<file path="src/design/gbs_pkg.sv">
package gbs_pkg;

  // field widths fixed by the interface
  localparam int COORD_W    = 16;
  localparam int SIDE_W     = COORD_W + 1;
  localparam int AREA_W     = 2 * SIDE_W;
  localparam int UNION_W    = AREA_W + 1;
  localparam int THR_W      = 9;
  localparam int PROD_W     = THR_W + UNION_W;
  localparam int PRE_W      = 12;
  localparam int POST_W     = 7;
  localparam int CFG_IDX_W  = 2;
  localparam int CFG_DATA_W = 12;

  // one pixel in Q12.4
  localparam logic [SIDE_W-1:0] PIXEL_ONE = SIDE_W'(16);
  localparam logic [PRE_W-1:0]  SEEN_MAX  = {PRE_W{1'b1}};
  localparam logic [THR_W-1:0]  THR_RESET = THR_W'(179);

  // default list capacity
  localparam int GBS_MAX_KEPT = 64;

  // configuration register indexes
  typedef enum logic [CFG_IDX_W-1:0] {
    CFG_THRESHOLD  = 2'd0,
    CFG_PRE_LIMIT  = 2'd1,
    CFG_POST_LIMIT = 2'd2
  } cfg_reg_e;

  typedef struct packed {
    logic [COORD_W-1:0] box_left;
    logic [COORD_W-1:0] box_top;
    logic [COORD_W-1:0] box_right;
    logic [COORD_W-1:0] box_bottom;
    logic               last_box;
  } in_item_t;

  typedef struct packed {
    logic               kept;
    logic [COORD_W-1:0] out_left;
    logic [COORD_W-1:0] out_top;
    logic [COORD_W-1:0] out_right;
    logic [COORD_W-1:0] out_bottom;
    logic               end_of_set;
  } out_item_t;

  // controller to datapath
  typedef struct packed {
    logic load;      // latch a new box
    logic area_en;   // compute area of the new box
    logic rd_en;     // read one kept entry into the test pipeline
    logic wr_en;     // store the new box in the list
    logic out_load;  // load the result register
    logic out_keep;
    logic out_last;
  } gbs_cmd_t;

  // datapath to controller
  typedef struct packed {
    logic pipe_busy;
    logic suppress;
  } gbs_status_t;

endpackage

</file>
<file path="src/design/gbs_ctrl.sv">
module gbs_ctrl import gbs_pkg::*; #(
  parameter int MAX_KEPT = GBS_MAX_KEPT,
  localparam int AW = (MAX_KEPT > 1) ? $clog2(MAX_KEPT) : 1
) (
  input  logic                  clk_i,
  input  logic                  rst_ni,
  input  logic                  in_valid_i,
  output logic                  in_ready_o,
  input  logic                  in_last_i,
  output logic                  out_valid_o,
  input  logic                  out_ready_i,
  input  logic                  cfg_we_i,
  input  logic [CFG_IDX_W-1:0]  cfg_idx_i,
  input  logic [CFG_DATA_W-1:0] cfg_data_i,
  input  gbs_status_t           status_i,
  output gbs_cmd_t              cmd_o,
  output logic [THR_W-1:0]      thr_o,
  output logic [AW-1:0]         rd_addr_o,
  output logic [AW-1:0]         wr_addr_o
);

  localparam int CW = $clog2(MAX_KEPT + 1);
  localparam int LW = (CW > POST_W) ? CW : POST_W;

  typedef enum logic [2:0] {
    ST_IDLE,
    ST_AREA,
    ST_SCAN,
    ST_DRAIN,
    ST_FINISH
  } state_e;

  state_e            state_q, state_d;
  logic [THR_W-1:0]  thr_q, thr_d;
  logic [PRE_W-1:0]  pre_q, pre_d;
  logic [POST_W-1:0] post_q, post_d;
  logic [PRE_W-1:0]  seen_q, seen_d;
  logic [CW-1:0]     cnt_q, cnt_d;
  logic [CW-1:0]     idx_q, idx_d;
  logic              go_q, go_d;
  logic              last_q, last_d;
  logic              out_valid_q, out_valid_d;

  logic [LW-1:0] post_w, cnt_w, limit_w;
  logic          considered, keep, emit, leave;

  // effective post limit, saturated to capacity (zero also selects capacity)
  always_comb begin
    post_w  = LW'(post_q);
    cnt_w   = LW'(cnt_q);
    limit_w = (post_q == '0 || post_w > LW'(MAX_KEPT)) ? LW'(MAX_KEPT) : post_w;
  end

  assign considered = (pre_q == '0) || (seen_q < pre_q);
  assign keep       = go_q && !status_i.suppress;
  assign emit       = keep || last_q;
  assign leave      = !emit || !out_valid_q || out_ready_i;

  always_comb begin
    state_d     = state_q;
    thr_d       = thr_q;
    pre_d       = pre_q;
    post_d      = post_q;
    seen_d      = seen_q;
    cnt_d       = cnt_q;
    idx_d       = idx_q;
    go_d        = go_q;
    last_d      = last_q;
    out_valid_d = out_valid_q;
    cmd_o       = '0;

    // configuration writes
    if (cfg_we_i) begin
      case (cfg_reg_e'(cfg_idx_i))
        CFG_THRESHOLD:  thr_d  = cfg_data_i[THR_W-1:0];
        CFG_PRE_LIMIT:  pre_d  = cfg_data_i[PRE_W-1:0];
        CFG_POST_LIMIT: post_d = cfg_data_i[POST_W-1:0];
        default: ;
      endcase
    end

    // result taken downstream
    if (out_valid_q && out_ready_i) begin
      out_valid_d = 1'b0;
    end

    case (state_q)
      ST_IDLE: begin
        if (in_valid_i) begin
          cmd_o.load = 1'b1;
          go_d       = considered && (cnt_w < limit_w);
          last_d     = in_last_i;
          if (seen_q != SEEN_MAX) begin
            seen_d = seen_q + 1'b1;
          end
          state_d = ST_AREA;
        end
      end
      ST_AREA: begin
        cmd_o.area_en = 1'b1;
        idx_d         = '0;
        state_d       = (go_q && cnt_q != '0) ? ST_SCAN : ST_FINISH;
      end
      // one kept entry issued per cycle, stop early once suppressed
      ST_SCAN: begin
        cmd_o.rd_en = 1'b1;
        idx_d       = idx_q + 1'b1;
        if (idx_q == cnt_q - 1'b1 || status_i.suppress) begin
          state_d = ST_DRAIN;
        end
      end
      ST_DRAIN: begin
        if (!status_i.pipe_busy) begin
          state_d = ST_FINISH;
        end
      end
      ST_FINISH: begin
        if (leave) begin
          cmd_o.wr_en    = keep;
          cmd_o.out_load = emit;
          cmd_o.out_keep = keep;
          cmd_o.out_last = last_q;
          if (emit) begin
            out_valid_d = 1'b1;
          end
          if (last_q) begin
            cnt_d  = '0;
            seen_d = '0;
          end else if (keep) begin
            cnt_d = cnt_q + 1'b1;
          end
          state_d = ST_IDLE;
        end
      end
      default: state_d = ST_IDLE;
    endcase
  end

  // state and registered outputs
  always_ff @(posedge clk_i or negedge rst_ni) begin
    if (!rst_ni) begin
      state_q     <= ST_IDLE;
      thr_q       <= THR_RESET;
      pre_q       <= '0;
      post_q      <= '0;
      seen_q      <= '0;
      cnt_q       <= '0;
      idx_q       <= '0;
      go_q        <= 1'b0;
      last_q      <= 1'b0;
      out_valid_q <= 1'b0;
    end else begin
      state_q     <= state_d;
      thr_q       <= thr_d;
      pre_q       <= pre_d;
      post_q      <= post_d;
      seen_q      <= seen_d;
      cnt_q       <= cnt_d;
      idx_q       <= idx_d;
      go_q        <= go_d;
      last_q      <= last_d;
      out_valid_q <= out_valid_d;
    end
  end

  assign in_ready_o  = (state_q == ST_IDLE);
  assign out_valid_o = out_valid_q;
  assign thr_o       = thr_q;
  assign rd_addr_o   = idx_q[AW-1:0];
  assign wr_addr_o   = cnt_q[AW-1:0];

endmodule

</file>
<file path="config.mk">
export PLATFORM = sky130hd
export DESIGN_NAME = gbs_ctrl
export DESIGN_NICKNAME = d
export VERILOG_FILES = /design/src/design/gbs_pkg.sv /design/src/design/gbs_ctrl.sv
export SDC_FILE = /design/constraint.sdc
export NUM_CORES = 1
export LEC_CHECK = 0
export BUFFER_PORTS_ARGS = -buffer_cell sky130_fd_sc_hd__clkbuf_2
export CAP_MARGIN = 25
export CORE_UTILIZATION = 25
export DETAILED_ROUTE_END_ITERATION = 7
export SLEW_MARGIN = 20
export SYNTH_ARGS = -nofsm -noshare
export SYNTH_HDL_FRONTEND = slang
export SYNTH_SLANG_ARGS = --single-unit
</file>
<file path="constraint.sdc">
create_clock -name clk_i -period 2.2 [get_ports clk_i]
set_input_delay 0.22 -clock clk_i [delete_from_list [all_inputs] [get_ports clk_i]]
set_output_delay 0.22 -clock clk_i [all_outputs]
set_load 0.05 [all_outputs]
</file>
# Word-level counts from Yosys, hierarchy flattened
# Cells that the tools add are included.
dict set report totals {
  out_inout_bits 30
  ff_bits 60
  inputBits 22
  wordCells 84
}
dict set report classes {
  reduce_logical 28
  order_cmp 3
  eq_ne 14
  n_addsub 4
  mux 25
}
# operator count
set ops {}
lappend ops {{2-to-1 mux 12 bit} 4}
lappend ops {{case mux 12 bit (2 select lines)} 1}
lappend ops {{2-to-1 mux 7 bit} 3}
lappend ops {{2-to-1 mux 3 bit} 5}
lappend ops {{case mux 3 bit (5 select lines)} 1}
lappend ops {{adder 7 x 1 -> 7 bit (second input constant)} 2}
lappend ops {{case mux 7 bit (2 select lines)} 1}
lappend ops {{adder 12 x 1 -> 12 bit (second input constant)} 1}
lappend ops {{logical NOT 12 bit} 1}
lappend ops {{less-than comparator 12 bit} 1}
lappend ops {{inequality test 12 bit (second input constant)} 1}
lappend ops {{inequality test 2 bit (second input constant)} 5}
lappend ops {{2-to-1 mux 1 bit} 8}
lappend ops {{2-to-1 mux 4 bit} 2}
lappend ops {{AND reduction 2 bit} 4}
lappend ops {{== test 7 bit} 1}
lappend ops {{> comparator 7 bit (second input constant)} 1}
lappend ops {{logical NOT 7 bit} 1}
lappend ops {{less-than comparator 7 bit} 1}
lappend ops {{nonzero test 7 bit} 1}
lappend ops {{subtractor 7 x 1 -> 7 bit (second input constant)} 1}
lappend ops {{== test 3 x 2 -> 1 bit (second input constant)} 2}
lappend ops {{logical OR 1 bit} 6}
lappend ops {{nonzero test 2 bit} 3}
lappend ops {{12 further kinds} 17}

# Logic depth before layout (Yosys ltp)
dict set report depth {
  ltp_word 8
  depth_mapped 7
  mapped_depth_nobuf 7
}

# Worst setup path before layout
# OpenSTA, ideal clock, no wires.
dict set report synth_path {
  kind {register to register}
  start {register state_q[0]}
  end {register last_q}
  arrival_ns 2.525
  required_ns 2.058
  setup_time_ns 0.142
  slack_ns -0.467
  period_less_slack_ns 2.667
  n_path_buf 1
  stages_incl_launch_ff 6
  path_cell_list {dfrtp_1 > buf_1 > nor3_1 > nand2_1 > inv_1 > o21ai_0}
}
dict set report synth_via {
  elab_chain_cells 2
}
# element line
set synth_lines {}
lappend synth_lines {{start, declared} gbs_ctrl.sv:33} ;# state_e state_q, state_d;
lappend synth_lines {{start signal, assigned} gbs_ctrl.sv:153} ;# state_q <= state_d;
lappend synth_lines {{logical NOT 3 bit} -}
lappend synth_lines {{named net in_ready_o} gbs_ctrl.sv:8} ;# output logic in_ready_o,
lappend synth_lines {{AND reduction 2 bit (no line)} -}
lappend synth_lines {{end signal, assigned} gbs_ctrl.sv:161} ;# last_q <= last_d;
lappend synth_lines {{end, declared} gbs_ctrl.sv:41} ;# logic last_q, last_d;
# The timed path passes the listed nets, and every way through them passes these cells.
# A chain may end at the register's enable or synchronous reset.

==> metrics.md <==
| Metric | Value |
|---|---|
| Final Skew | `7.54 ps` |
| R2R cell count | `5` |
| Syn nets | `roughly 400` |
| DP HPWL | `~6.2 mm` |
| Worst Path Arrival | `approximately 1900 ps` |
| CP startpoint | `state_q[0]` |
| Required @ worst endpoint | `between 1500 and 2000 ps` |
| DRC viols | `0` |
| Vias in the first global route | `between 2000 and 3000` |
| Clock power frac | `0.288` |
| EDFF count, synth | `0` |
| Worst VDD drop | `0.487 mV` |
| Initial antenna violation count | `0` |
| Worst setup margin | `125 ps` |
| Die height | `120 µm` |
| CTS H-Tree Depth | `3` |
| Internal | `around 3 mW` |
| Largest net degree at the start of global routing | `42` |
| Final Max Slew Viols | `0` |
| Global-route wire length before repair | `13.6 mm` |
| Pleak | `2.03 nW` |
| Row count | `42` |
| Max FO, Critical Path | `9` |
| Input/output buffers | `51` |
| Mapped Cells | `351` |
| Via count | `2736` |
| Status | `finished, final reports clean` |
| Final GP Congestion | `0.789` |
| Setup Fix Bufs, Post-CTS | `0` |
| Worst path depth | `5` |
| CP Class | `reg2out` |
| Core Region | `13500 µm²` |
| Reg-to-Reg End | `seen_q[7]` |
| Clock latency on the worst-skew pair | `330 ps` |
| Synth Flop Type | `dfrtp_1` |
| Pwr/cell area | `1170 nW/µm²` |
| Max incr delay on CP | `420 ps` |
| GRT Overall Usage | `0.122` |
| Seq pwr share | `0.339` |
| CTS Buffer Depth | `2` |
| Delay-heaviest family, CP | `buffers and inverters` |
| Seq/Total Area, Yosys | `0.430` |
| Min Clock Period, post-route | `2080 ps` |
| Most common cell in the synthesized netlist | `dfrtp_1` |
| Net Sw Power | `1.98 mW` |
| Synth top cells by count | `dfrtp_1, mux2_2, nand2_1` |
| DR pass1 iterations | `4` |
| Synth Cell Area | `3510 µm²` |
| Dpl ws | `roughly 120 ps` |
| Routed len/inst | `roughly 14 µm` |
| Num CTS Buffers | `9` |
| Max cap viols | `0` |
| Final Hold Fails | `0` |
| Vias per Instance | `4.69` |
| Hold crit path type | `in2reg` |
| Fraction of registers with async set/reset | `1.00` |
| Worst Setup EP | `cmd_o[6]` |
| WL final | `8.15 mm` |
| Reg clk slew, reported paths | `50 ps` |
| Startpoint Class | `flop` |
| RSZ-0062 raised after global routing | `no` |
| CTS Sinks | `60` |
| Area share of the largest cell type after synthesis | `0.392` |
| Worst slew pin tran | `602 ps` |
| Switch share | `0.397` |
| Worst hold path startpoint | `cfg_data_i[10]` |
| IO Count | `52` |
| Starting density of the core | `0.261` |
| Antenna viol nets, final | `0` |
| DR iter-0 viols | `166` |
| CP Buf/Inv Count | `3` |
| CP Cell Sequence | `buf_4 -> nor3_2 -> nand2_1 -> inv_1 -> clkbuf_2` |
| Final setup viols | `0` |
| Die Area | `between 10000 and 15000 µm²` |
| Final Cycle Share | `0.943` |
| Synth area leaders | `dfrtp_1, mux2_2, ha_1, dfstp_2, xnor2_1` |
| Syn Area/Cell | `10.0 µm²` |
| Critical Path End Type | `output port` |
| Largest area contributor in the netlist | `dfrtp_1` |
| Fmax achieved | `482 MHz` |
| Area Overhead vs Synth | `21.5%` |
| Layout net count | `446` |
| Setup tns final | `0 ps` |
| CTS Root Cell | `clkbuf_16` |
| Unique cell type count in the Yosys netlist | `48` |
| Die width | `120 µm` |
| CTS tree | `done` |
| Layout cells sized above 1 | `0.295` |
| Reg-to-Reg Start | `last_q` |
| Comb pwr share | `0.373` |
| #FFs+latches synth | `60` |
| Total gr overflow | `0` |
| Crit path max-delay cell type | `dfrtp_1` |
| Synthesis warning total | `0` |
| Reg2Reg Setup Slack | `roughly 220 ps` |
| Number of diodes | `0` |
| Relative slew margins | `0.599` |
## cell families (layout without fill, tap and decap cells)
family,count (synthesis),in the layout,synth area share
simple gates,121,121,0.179
compound gates,51,51,0.0917
mux,36,36,0.113
flops,60,60,0.430
buf+inv,43,99,0.0628
fa+ha+maj,22,22,0.0785
xor+xnor,18,18,0.0449
## worst min-delay path by stage
stage	slack [ps]	cells past startpoint	end
final	120	2	pre_q[10]
after global routing	120	2	pre_q[10]
after CTS	110	2	pre_q[10]
after detailed placement	250	1	cnt_q[2]
after global placement	250	1	cnt_q[3]
after floorplan	-80	0	cnt_q[0]
## stage by stage
| step | power, mW | utilization | std cells | hold slack [ps] | area [µm²] |
|---|---|---|---|---|---|
| finish | 4.98 | 0.317 | 583 | 121 | 4260 |
| global route | 5.32 | 0.317 | 583 | 120 | 4260 |
| CTS | 5.02 | 0.316 | 583 | 111 | 4250 |
| detailed placement | 3.56 | 0.293 | 566 | 252 | 3940 |
| global placement | 3.50 | 0.293 | 566 | 249 | 3940 |
| floorplan | 3.10 | - | 351 | -75.6 | 3510 |
## cell type report
type,instances,area (µm²)
clock inverter,4,47.5
sequential,60,1510
clock buffer,12,256
fill,1431,9190
inverter,20,75.1
tap,176,220
multi-input combinational,248,1800
timing repair buffer,63,360
## placed cells by master (no fill, tap or decap), drive strengths merged, types with 7 or more instances in the layout
master,instances
clkbuf,63
nand4,10
buf,11
nor4,9
nand3,10
ha,22
inv,20
mux2,29
xnor2,14
nor2,22
nand2,29
nand2b,11
dfrtp,55
a21oi,13
o21ai,17
mux2i,7
## routing by layer
| metal | routed length [µm] | share of wire | global-route usage |
|---|---|---|---|
| met1 | 3980 | 0.49 | 0.159 |
| met2 | 3820 | 0.47 | 0.191 |
| met3 | 257 | 0.032 | 0.0274 |
| met4 | 89 | 0.011 | 0.0540 |
| met5 | 0 | 0 | 0 |
## registers in the layout, indices dropped and copies added, names as in the netlist
signal / count
post_q: 7
idx_q: 7
out_valid_o: 1
thr_o: 9
state_q: 3
last_q: 1
seen_q: 12
go_q: 1
pre_q: 12
cnt_q: 7
## timing repair
item	in CTS	in global routing
resized for setup	0	2
setup endpoints to repair	0	9
hold buffers	1	0
hold endpoints to repair	19	0
## power groups by stage
stage	Combinational (mW)	Clock (mW)	Sequential [mW]
after global placement	1.80	0	1.70
after detailed placement	1.85	0	1.70
after CTS	1.86	1.47	1.69
after floorplan	1.37	0	1.73
final	1.86	1.44	1.69
after global routing	2.06	1.53	1.73
Note: power is estimated with default switching activity, not from simulation.
